<file path="config.mk">
export PLATFORM = sky130hd
export DESIGN_NAME = command_line_tokenizer_core
export DESIGN_NICKNAME = d
export VERILOG_FILES = /design/src/design/cmdtok_pkg.sv /design/src/design/cmdtok_lexer.sv /design/src/design/cmdtok_outq.sv /design/src/design/command_line_tokenizer_core.sv
export SDC_FILE = /design/constraint.sdc
export NUM_CORES = 1
export LEC_CHECK = 0
export BUFFER_PORTS_ARGS = -buffer_cell sky130_fd_sc_hd__buf_2
export CAP_MARGIN = 15
export CORE_MARGIN = 2
export CORE_UTILIZATION = 50
export DETAILED_ROUTE_END_ITERATION = 10
export PLACE_DENSITY = 0.67
export SYNTH_ARGS = -nofsm -noshare
export SYNTH_HDL_FRONTEND = slang
export SYNTH_HIERARCHICAL = 1
export SYNTH_SLANG_ARGS = --single-unit
export TNS_END_PERCENT = 1
</file>
<file path="constraint.sdc">
create_clock -name clk -period 6.93 [get_ports clk]
set_input_delay 1.0395 -clock clk [delete_from_list [all_inputs] [get_ports clk]]
set_output_delay 1.0395 -clock clk [all_outputs]
set_load 0.005 [all_outputs]
</file>
<file path="src/design/cmdtok_pkg.sv">
// ============================================================================
// cmdtok_pkg
// Shared types, token codes and the keyword table of the command line
// tokenizer.
// ============================================================================
`default_nettype none

package cmdtok_pkg;

	// Default keyword length limit
	localparam int KEYWORD_LEN_DEF = 4;

	// Result queue depth (power of two)
	localparam int OUTQ_DEPTH = 4;

	// Token type codes
	localparam logic [4:0] T_ERROR   = 5'd0;
	localparam logic [4:0] T_NEWLINE = 5'd1;
	localparam logic [4:0] T_NUMBER  = 5'd2;
	localparam logic [4:0] T_STRING  = 5'd3;
	localparam logic [4:0] T_KW_BASE = 5'd4;

	// Result kinds
	localparam logic RK_VALUE = 1'b0;
	localparam logic RK_CLOSE = 1'b1;

	// Keyword table, bytes packed big-endian into the low bytes
	localparam int NUM_KEYWORDS = 15;

	localparam logic [31:0] KW_TEXT [NUM_KEYWORDS] = '{
		32'h4558_4543, // EXEC
		32'h5041_5353, // PASS
		32'h0044_454C, // DEL
		32'h5049_4E47, // PING
		32'h5354_4F50, // STOP
		32'h0053_4554, // SET
		32'h0047_4554, // GET
		32'h484F_5354, // HOST
		32'h5343_4844, // SCHD
		32'h5052_494F, // PRIO
		32'h4445_4C56, // DELV
		32'h4445_4C47, // DELG
		32'h4445_4C53, // DELS
		32'h4745_544B, // GETK
		32'h4348_4B47  // CHKG
	};

	localparam logic [2:0] KW_LEN [NUM_KEYWORDS] = '{
		3'd4, 3'd4, 3'd3, 3'd4, 3'd4, 3'd3, 3'd3, 3'd4,
		3'd4, 3'd4, 3'd4, 3'd4, 3'd4, 3'd4, 3'd4
	};

	// One result beat
	typedef struct packed {
		logic       kind;
		logic [7:0] value;
		logic [4:0] ttype;
		logic       last;
	} result_t;

	// Up to two results caused by one input byte
	typedef struct packed {
		logic [1:0] cnt;
		result_t    first;
		result_t    second;
	} res_pair_t;

	// Keyword lookup; first table match wins, no match is a string
	function automatic logic [4:0] keyword_code(input logic [31:0] prefix,
			input logic [2:0] len);
		logic [4:0] code;
		code = T_STRING;
		for (int i = NUM_KEYWORDS - 1; i >= 0; i--) begin
			if (KW_LEN[i] == len && KW_TEXT[i] == prefix)
				code = T_KW_BASE + 5'(i);
		end
		return code;
	endfunction

endpackage

`default_nettype wire

</file>
<file path="src/design/cmdtok_lexer.sv">
// ============================================================================
// cmdtok_lexer
// Lexer state machine: classifies one byte against the current mode and
// produces zero, one or two results in the same cycle.
// ============================================================================
`default_nettype none

module cmdtok_lexer
	import cmdtok_pkg::*;
#(
	parameter int KEYWORD_LEN = KEYWORD_LEN_DEF
) (
	input  wire logic       clk,
	input  wire logic       arst_n,
	input  wire logic       fire,
	input  wire logic [7:0] in_byte,
	output res_pair_t       res
);

	localparam int LenW = $clog2(KEYWORD_LEN + 2);

	localparam logic [7:0] CH_TAB   = 8'h09;
	localparam logic [7:0] CH_LF    = 8'h0A;
	localparam logic [7:0] CH_VT    = 8'h0B;
	localparam logic [7:0] CH_FF    = 8'h0C;
	localparam logic [7:0] CH_CR    = 8'h0D;
	localparam logic [7:0] CH_SPACE = 8'h20;
	localparam logic [7:0] CH_QUOTE = 8'h22;
	localparam logic [7:0] CH_BSL   = 8'h5C;
	localparam logic [7:0] CH_DEL   = 8'h7F;
	localparam logic [7:0] CH_ZERO  = 8'h30;
	localparam logic [7:0] CH_NINE  = 8'h39;

	typedef enum logic [5:0] {
		MODE_IDLE = 6'b000001,
		MODE_SKIP = 6'b000010,
		MODE_NUM  = 6'b000100,
		MODE_STR  = 6'b001000,
		MODE_ESC  = 6'b010000,
		MODE_WORD = 6'b100000
	} mode_t;

	mode_t             mode_q, mode_d;
	logic [31:0]       prefix_q, prefix_d;
	logic [LenW-1:0]   len_q, len_d;

	logic              is_ctrl, is_digit, is_blank;
	mode_t             s_mode;
	logic              s_emit, s_word;
	result_t           s_res;
	logic              do_close, do_start, do_value;
	logic [4:0]        close_type;
	logic [4:0]        word_code;

	function automatic result_t mk_value(input logic [7:0] c);
		result_t r;
		r       = '0;
		r.kind  = RK_VALUE;
		r.value = c;
		return r;
	endfunction

	function automatic result_t mk_close(input logic [4:0] t);
		result_t r;
		r       = '0;
		r.kind  = RK_CLOSE;
		r.ttype = t;
		return r;
	endfunction

	// Byte classes
	assign is_ctrl  = (in_byte < CH_SPACE) || (in_byte == CH_DEL);
	assign is_digit = (in_byte >= CH_ZERO) && (in_byte <= CH_NINE);
	assign is_blank = (in_byte == CH_SPACE) || (in_byte == CH_TAB) || (in_byte == CH_VT)
		|| (in_byte == CH_FF) || (in_byte == CH_CR);

	// Type of the bare word collected so far
	assign word_code = (len_q > LenW'(4)) ? T_STRING : keyword_code(prefix_q, len_q[2:0]);

	// Token start decode
	always_comb begin
		s_mode = MODE_IDLE;
		s_emit = 1'b0;
		s_word = 1'b0;
		s_res  = '0;
		if (in_byte == CH_LF) begin
			s_emit = 1'b1;
			s_res  = mk_close(T_NEWLINE);
		end else if (is_ctrl) begin
			s_emit = 1'b1;
			s_res  = mk_close(T_ERROR);
		end else if (in_byte == CH_SPACE) begin
			s_mode = MODE_SKIP;
		end else if (is_digit) begin
			s_emit = 1'b1;
			s_res  = mk_value(in_byte);
			s_mode = MODE_NUM;
		end else if (in_byte == CH_QUOTE) begin
			s_mode = MODE_STR;
		end else begin
			s_emit = 1'b1;
			s_word = 1'b1;
			s_res  = mk_value(in_byte);
			s_mode = MODE_WORD;
		end
	end

	// Mode decode
	always_comb begin
		do_close   = 1'b0;
		do_start   = 1'b0;
		do_value   = 1'b0;
		close_type = T_ERROR;
		mode_d     = mode_q;
		prefix_d   = prefix_q;
		len_d      = len_q;
		unique case (mode_q)
			MODE_SKIP: begin
				if (!is_blank)
					do_start = 1'b1;
			end
			MODE_NUM: begin
				if (is_digit) begin
					do_value = 1'b1;
				end else begin
					do_close   = 1'b1;
					close_type = T_NUMBER;
					do_start   = 1'b1;
				end
			end
			MODE_STR: begin
				if (in_byte == CH_QUOTE) begin
					do_close   = 1'b1;
					close_type = T_STRING;
					mode_d     = MODE_IDLE;
				end else if (is_ctrl) begin
					do_close   = 1'b1;
					close_type = T_ERROR;
					mode_d     = MODE_IDLE;
				end else if (in_byte == CH_BSL) begin
					mode_d = MODE_ESC;
				end else begin
					do_value = 1'b1;
				end
			end
			MODE_ESC: begin
				do_value = 1'b1;
				mode_d   = MODE_STR;
			end
			MODE_WORD: begin
				if (in_byte != CH_SPACE && !is_ctrl) begin
					do_value = 1'b1;
					if (len_q < LenW'(4))
						prefix_d = {prefix_q[23:0], in_byte};
					if (len_q < LenW'(KEYWORD_LEN + 1))
						len_d = len_q + LenW'(1);
				end else begin
					do_close   = 1'b1;
					close_type = word_code;
					do_start   = 1'b1;
				end
			end
			default: begin
				do_start = 1'b1;
			end
		endcase

		if (do_start) begin
			mode_d = s_mode;
			if (s_word) begin
				prefix_d = {24'h0, in_byte};
				len_d    = LenW'(1);
			end
		end
	end

	// Result composition; last marks the final beat of this byte
	always_comb begin
		res = '0;
		if (do_close) begin
			res.first = mk_close(close_type);
			if (do_start && s_emit) begin
				res.second = s_res;
				res.cnt    = 2'd2;
			end else begin
				res.cnt = 2'd1;
			end
		end else if (do_start) begin
			res.first = s_res;
			res.cnt   = {1'b0, s_emit};
		end else if (do_value) begin
			res.first = mk_value(in_byte);
			res.cnt   = 2'd1;
		end
		res.first.last  = (res.cnt == 2'd1);
		res.second.last = (res.cnt == 2'd2);
	end

	// Lexer state
	always_ff @(posedge clk or negedge arst_n) begin
		if (!arst_n) begin
			mode_q   <= MODE_IDLE;
			prefix_q <= '0;
			len_q    <= '0;
		end else if (fire) begin
			mode_q   <= mode_d;
			prefix_q <= prefix_d;
			len_q    <= len_d;
		end
	end

endmodule

`default_nettype wire

</file>
<file path="src/design/cmdtok_outq.sv">
// ============================================================================
// cmdtok_outq
// Small result queue: takes up to two beats per cycle, hands out one per cycle when popped.
// ============================================================================
`default_nettype none

module cmdtok_outq
	import cmdtok_pkg::*;
(
	input  wire logic      clk,
	input  wire logic      arst_n,
	input  wire res_pair_t push,
	input  wire logic      push_en,
	output logic           room,
	output logic           out_valid,
	input  wire logic      out_pop,
	output result_t        out_data
);

	localparam int AW = $clog2(OUTQ_DEPTH);
	localparam int CW = $clog2(OUTQ_DEPTH + 1);

	result_t         mem_q [OUTQ_DEPTH];
	logic [AW-1:0]   wr_ptr_q, rd_ptr_q;
	logic [CW-1:0]   count_q;
	logic [1:0]      push_cnt;
	logic            pop;

	assign push_cnt  = push_en ? push.cnt : 2'd0;
	assign out_valid = (count_q != '0);
	assign pop       = out_valid && out_pop;
	assign out_data  = mem_q[rd_ptr_q];
	assign room      = (count_q <= CW'(OUTQ_DEPTH - 2));

	// Entry storage
	always_ff @(posedge clk) begin
		if (push_cnt != 2'd0)
			mem_q[wr_ptr_q] <= push.first;
		if (push_cnt == 2'd2)
			mem_q[wr_ptr_q + AW'(1)] <= push.second;
	end

	// Pointers and fill count
	always_ff @(posedge clk or negedge arst_n) begin
		if (!arst_n) begin
			wr_ptr_q <= '0;
			rd_ptr_q <= '0;
			count_q  <= '0;
		end else begin
			wr_ptr_q <= wr_ptr_q + AW'(push_cnt);
			if (pop)
				rd_ptr_q <= rd_ptr_q + AW'(1);
			count_q <= count_q + CW'(push_cnt) - CW'(pop);
		end
	end

endmodule

`default_nettype wire

</file>
<file path="src/design/command_line_tokenizer_core.sv">
// ============================================================================
// command_line_tokenizer_core
// Byte-wide command line tokenizer with streamed token values.
// ============================================================================
// Takes one byte per cycle while in_stall is low and splits the stream into
// newline, error, number, string and keyword tokens. Value bytes leave as
// they arrive; each token is closed by a beat carrying its type, and
// last_of_run marks the final beat caused by an input byte. Each accepted
// byte steps the lexer and may cause zero, one or two result beats, which go
// through a four-entry result queue. The output port moves one beat per cycle
// while out_stall is low, so in_stall rises whenever the queue cannot take two
// more beats; with at most one beat per byte on average and no receiver stall the block sustains one byte per cycle.
// ============================================================================
`default_nettype none

module command_line_tokenizer_core
	import cmdtok_pkg::*;
#(
	parameter int KEYWORD_LEN = KEYWORD_LEN_DEF
) (
	input  wire logic       clk,
	input  wire logic       arst_n,
	input  wire logic       in_valid,
	output logic            in_stall,
	input  wire logic [7:0] in_byte,
	output logic            out_valid,
	input  wire logic       out_stall,
	output logic            result_kind,
	output logic [7:0]      value_byte,
	output logic [4:0]      token_type,
	output logic            last_of_run
);

	res_pair_t res;
	result_t   head;
	logic      room;
	logic      fire;

	// Input beat handshake
	assign in_stall = !room;
	assign fire     = in_valid && room;

	cmdtok_lexer #(
		.KEYWORD_LEN(KEYWORD_LEN)
	) u_lexer (
		.clk     (clk),
		.arst_n  (arst_n),
		.fire    (fire),
		.in_byte (in_byte),
		.res     (res)
	);

	cmdtok_outq u_outq (
		.clk       (clk),
		.arst_n    (arst_n),
		.push      (res),
		.push_en   (fire),
		.room      (room),
		.out_valid (out_valid),
		.out_pop   (!out_stall),
		.out_data  (head)
	);

	// Output beat fields
	assign result_kind = head.kind;
	assign value_byte  = head.value;
	assign token_type  = head.ttype;
	assign last_of_run = head.last;

endmodule

`default_nettype wire

</file>
==> results of run 1 <==
## report_power, final
part	leakage, nW	internal [W]	switching [W]	total, W
Clock	0.146	0.000286	0.000249	0.000536
Combinational	1.26	0.000509	0.000540	0.00105
Sequential	1.17	0.000894	0.000227	0.00112
Total	2.57	0.00169	0.00102	0.00270
## stage by stage
stage          util, %  power, W  cell area [sq um]
6_report          55.3   0.00270               7010
5_1_grt           55.3   0.00288               7010
4_1_cts           55.1   0.00271               6990
3_5_place_dp      52.7   0.00217               6680
3_3_place_gp      52.7   0.00213               6680
2_1_floorplan        -   0.00188               6510
## synth_stat cells, types with 5 or more instances
cell type,n,area (sq um)
a21oi_1,12,60.1
and2_1,13,81.3
and3_1,8,50.1
buf_2,10,50.1
buf_4,7,52.6
clkbuf_1,18,67.6
dfrtp_1,47,1180
edfxtp_1,60,1800
ha_1,7,87.6
inv_1,11,41.3
mux2_2,57,642
mux2_4,10,150
mux4_2,15,338
nand2_1,83,312
nand2b_1,12,75.1
nand3_1,14,70.1
nand4_1,7,43.8
nand4b_1,5,43.8
nor2_1,30,113
nor3_1,16,80.1
nor3b_1,5,37.5
nor4_1,9,56.3
nor4b_1,6,52.6
o21ai_0,36,180
o31ai_1,5,37.5
or3_1,6,37.5
xnor2_1,5,43.8
## kinds of logic (layout without fill, tap and decap cells)
family	count (synthesis)	count (layout)	share of synthesized area (%)
AO/OA/AOI/OAI	89	89	8.84
XOR/XNOR	8	8	1.08
adder cells (fa/ha/maj)	8	8	1.66
buffers and inverters	49	57	3.68
flip-flops	108	108	46.2
multiplexers	84	84	17.7
other	1	4	0.0577
AND/OR/NAND/NOR	245	245	20.8
## registers in the layout, summed over array words and instances (netlist names)
register and flops:
u_lexer/len_q 3, u_outq/rd_ptr_q 2, u_outq/wr_ptr_q 2, u_lexer/mode_q 6, u_lexer/prefix_q 32, u_outq/mem_q 60
u_outq/count_q 3
## critical path, cell delays in order
cell and delay [ns]:
buf_2 0.16, or4_4 0.59, nor3_1 0.33, a31o_2 0.22, a21oi_1 0.20, nand2b_1 0.29
nor2_4 0.25, a21oi_1 0.19, nand3b_2 0.37, nor2_2 0.81, mux2_2 0.42
## how the worst min path moves through the flow
stage,slack (ns),from,endpoint
2_1_floorplan,0.46,u_lexer/prefix_q[6],u_lexer/prefix_q[14]
3_3_place_gp,0.49,u_lexer/prefix_q[6],u_lexer/prefix_q[14]
3_5_place_dp,0.50,u_lexer/mode_q[0],u_lexer/mode_q[0]
4_1_cts,0.51,u_lexer/mode_q[0],u_lexer/mode_q[0]
5_1_grt,0.55,u_lexer/mode_q[0],u_lexer/mode_q[0]
6_report,0.51,u_lexer/mode_q[0],u_lexer/mode_q[0]
## layer usage
metal | track usage, % | vias up | wire [um]
li1 | - | 2210 | -
met1 | 30.2 | 2328 | 6390
met2 | 37.0 | 149 | 7400
met3 | 3.39 | 43 | 814
met4 | 7.68 | 0 | 381
met5 | 0 | - | 0
## final cells by class
cell class | count | area (sq um)
Clock buffer | 9 | 225
Clock inverter | 7 | 81.3
Fill cell | 1073 | 5670
Inverter | 11 | 41.3
Multi-Input combinational cell | 438 | 3270
Sequential cell | 108 | 3000
Tap cell | 172 | 215
Timing Repair Buffer | 30 | 168
==> results.ini, run 1 <==
[layout]
finalNetCount = 618
stdcell_count = 775
final_common_cell = nand2_1
syn_to_final_growth_pct = 7.78
layout_common_cells = nand2_1, edfxtp_1, mux2_2
drive_above_1_share_pct = 24.7
diodes = 0

[floorplan]
placementRows = 41
dieWidth_um = 118
ios = 29
initial_utilization_pct = 51.3
fp.dieH_um = 118
core-area_sq_um = 12700
die_area_sq_um = 13900

[synth]
synth-seq-cells = 108
ys_seq_area_share_pct = 46.2
ys.flop_type = edfxtp_1
synth_edf_count = 60
syn-cell-area_sq_um = 6500
async_flop_share_pct = 44.4
ys_warn_count = 6
syn_inst = 592
synth_area_per_cell_sq_um = 11.0
synthDistinctLibCells = 72

[power]
p_leak_nw = 2.57
vdd_drop_max_mv = 0.179
power_density_nw_per_um2 = 386

[global_routing]
grt_pass1_vias = 4721
grt_max_degree = 49
grt_pass1_wl_um = 24800
grtUsageTotal_pct = 22.4
globalRouteOverflowTotal = 0
antenna_found_initial = 0

[sta]
max_freq_mhz = 209
min_period_ns = 4.78
setup_tns_ns = 0
fin_crit_sh_pct = 69.0
worst_slew_pin_slew_ns = 1.14
setup_viol = 0
grt_setup_unrepaired = no
slew_headroom_pct = 23.7
timing.hold.ws_ns = 0.506
clock_skew_ns = 0.00460
final_max_slew_viol_count = 0
finalWorstSetupSlack_ns = 2.15
hold_viol = 0

[setup_path]
reg2regPathDepth = 10
critPathLaunchType = primary input
timing.rr.start = u_lexer/mode_q[5]
reg2reg_slack_ns = 2.51
path_class = primary input to flip-flop
arrival_ns = 4.88
cp_max_fo = 15
r2r_end = u_outq/mem_q[2][9]
setup.worst_path.start = in_byte[4]
endpoint_kind = flip-flop
crit_path_end = u_outq/mem_q[2][9]
cp.required_ns = 7.03

[drt]
dr.pass1.iters = 5
viasPerCell = 6.10
drtIter0Drc = 432
finalWirelength_um = 15000
dr_total_vias = 4730
wire_per_inst_um = 19.3
drcViolationCount = 0
drtAntennaViolNets = 0

[placement]
hpwlAfterDp_um = 10400
routabilityCongestion = 0.990
port_buffers = 28
dp.cells = 758
place_ws_ns = 1.92

[clock_tree]
post_cts_resized = 0
cts_setup_buffers = 0
clk_path_buf_depth = 2
cts_root_buf = clkbuf_16
cts_buffers = 9
cts_sinks = 108
ctsHoldBuffers = 0
worstSkewPairLatency_ns = 0.35
htreeDepth = 3
path_clk_slew_ns = 0.08
cts_tree = yes

[min_path]
min_path_cells = 2
hp-class = flip-flop to flip-flop

[status]
status = completed

[job]
cap_violations = 0

Power figures use the tool's default switching activity.
==> run 2: changes to the inputs <==
==> constraint.sdc (replaced) <==
create_clock -name clk -period 4.7 [get_ports clk]
set_input_delay 0.705 -clock clk [delete_from_list [all_inputs] [get_ports clk]]
set_output_delay 0.705 -clock clk [all_outputs]
set_load 0.005 [all_outputs]
==> run 2 against run 1 <==
Compared with the run above:
- critical path depth increased by 2
- register-to-register slack got worse by 2.1 ns
- global-route usage decreased by 0.12 points
- hold slack got worse by 0.22 ns
- die area unchanged
- via count decreased by 0.32%
- first-iteration DRC count decreased by 16%
- largest power group unchanged
==> results.ini, run 2 (synthesis gave the netlist of run 1 again) <==
[status]
status = completed

[clock_tree]
path_clk_slew_ns = 0.07
ctsHoldBuffers = 0
cts_buffers = 9
worstSkewPairLatency_ns = 0.36
cts_root_buf = clkbuf_16
htreeDepth = 3
clk_path_buf_depth = 2
cts_tree = yes
cts_sinks = 108
cts_setup_buffers = 0
post_cts_resized = 0

[drt]
finalWirelength_um = 15000
drtIter0Drc = 362
dr.pass1.iters = 5
viasPerCell = 6.00
drtAntennaViolNets = 0
dr_total_vias = 4715
drcViolationCount = 0
wire_per_inst_um = 19.1

[global_routing]
grt_max_degree = 49
globalRouteOverflowTotal = 0
grtUsageTotal_pct = 22.3
grt_pass1_vias = 4552
antenna_found_initial = 0
grt_pass1_wl_um = 24400

[setup_path]
cp.required_ns = 4.98
reg2regPathDepth = 13
r2r_end = u_outq/count_q[2]
timing.rr.start = u_lexer/mode_q[5]
arrival_ns = 4.53
cp_max_fo = 9
path_class = flip-flop to flip-flop
critPathLaunchType = flip-flop
endpoint_kind = flip-flop
reg2reg_slack_ns = 0.45

[sta]
setup_viol = 0
max_freq_mhz = 235
hold_viol = 0
timing.hold.ws_ns = 0.289
clock_skew_ns = 0.00831
min_period_ns = 4.25
slew_headroom_pct = 28.0
worst_slew_pin_slew_ns = 1.08
fin_crit_sh_pct = 90.4
grt_setup_unrepaired = no
setup_tns_ns = 0
final_max_slew_viol_count = 0

[floorplan]
die_area_sq_um = 13900
dieWidth_um = 118
placementRows = 41
fp.dieH_um = 118
initial_utilization_pct = 51.3
ios = 29
core-area_sq_um = 12700

[layout]
largest_register_ff_count = 60
layout_common_cells = nand2_1, edfxtp_1, mux2_2
largestRegisters = u_outq/mem_q (60), u_lexer/prefix_q (32), u_lexer/mode_q (6)
stdcell_count = 786
diodes = 0
post-route-util_pct = 55.9
syn_to_final_growth_pct = 8.99
finalNetCount = 629
fin_area_sq_um = 7080
largest-register = u_outq/mem_q
drive_above_1_share_pct = 25.9
final_common_cell = nand2_1

[power]
vdd_drop_max_mv = 0.242
power_density_nw_per_um2 = 565
p_leak_nw = 2.63

[job]
cap_violations = 0

[placement]
dp.cells = 769
port_buffers = 28
place_area_sq_um = 6760
routabilityCongestion = 0.935
hpwlAfterDp_um = 10700

[min_path]
hp-class = primary input to asynchronous set/reset pin

[run 2: cell types whose count changed in the layout (fill, tap and decap cells not counted), sizes merged]
cell      before  now
buf           30   41
inv           14   15
clkinvlp       2    1
[run 2: worst max-delay path, cell delays in order (launching register included)]
cell     delay [ns]
dfrtp_1        0.47
or4b_1         0.60
or3_1          0.38
nor4_1         0.41
nor3_1         0.19
o21a_1         0.16
a21oi_1        0.46
nand2_1        0.17
ha_1           0.32
inv_1          0.05
ha_1           0.20
fa_1           0.43
xnor2_1        0.20
xnor2_1        0.14
[run 2: cell type report]
cell class / instances / area, sq um
fillers: 1096 / 5590
well taps: 172 / 215
repair buffers: 41 / 250
clock inverters: 7 / 80.1
flip-flops and latches: 108 / 3000
multi-input cells: 438 / 3270
clock buffers: 9 / 225
inverters: 11 / 41.3
[run 2: per-layer routing]
| layer | wire length [um] | vias to the layer above | GRT usage, % |
|---|---|---|---|
| met2 | 7270 | 125 | 36.8 |
| li1 | - | 2239 | - |
| met3 | 525 | 30 | 2.66 |
| met4 | 338 | 0 | 8.06 |
| met5 | 0 | - | 0 |
| met1 | 6870 | 2321 | 30.4 |
[run 2: worst max-delay path by stage]
stage | startpoint | end | slack (ns) | depth (start not counted)
2_1_floorplan | in_byte[4] | u_outq/mem_q[1][10] | 0.79 | 13
3_3_place_gp | in_byte[5] | u_outq/count_q[2] | 0.42 | 15
3_5_place_dp | in_byte[7] | u_outq/count_q[2] | 0.27 | 15
4_1_cts | u_lexer/mode_q[5] | u_outq/count_q[2] | 0.43 | 13
5_1_grt | u_lexer/mode_q[5] | u_outq/count_q[2] | 0.15 | 13
6_report | u_lexer/mode_q[5] | u_outq/count_q[2] | 0.45 | 13
[run 2: through the flow]
step                      total power (W)  setup WS, ns
final                             0.00400         0.450
after global routing              0.00427         0.152
after CTS                         0.00402         0.432
after detailed placement          0.00323         0.274
after global placement            0.00319         0.417
after floorplan                   0.00278         0.792
[run 2: power breakdown]
part	switching (W)	internal, W
logic	0.000791	0.000769
registers	0.000334	0.00132
clock network	0.000369	0.000422
total	0.00149	0.00251
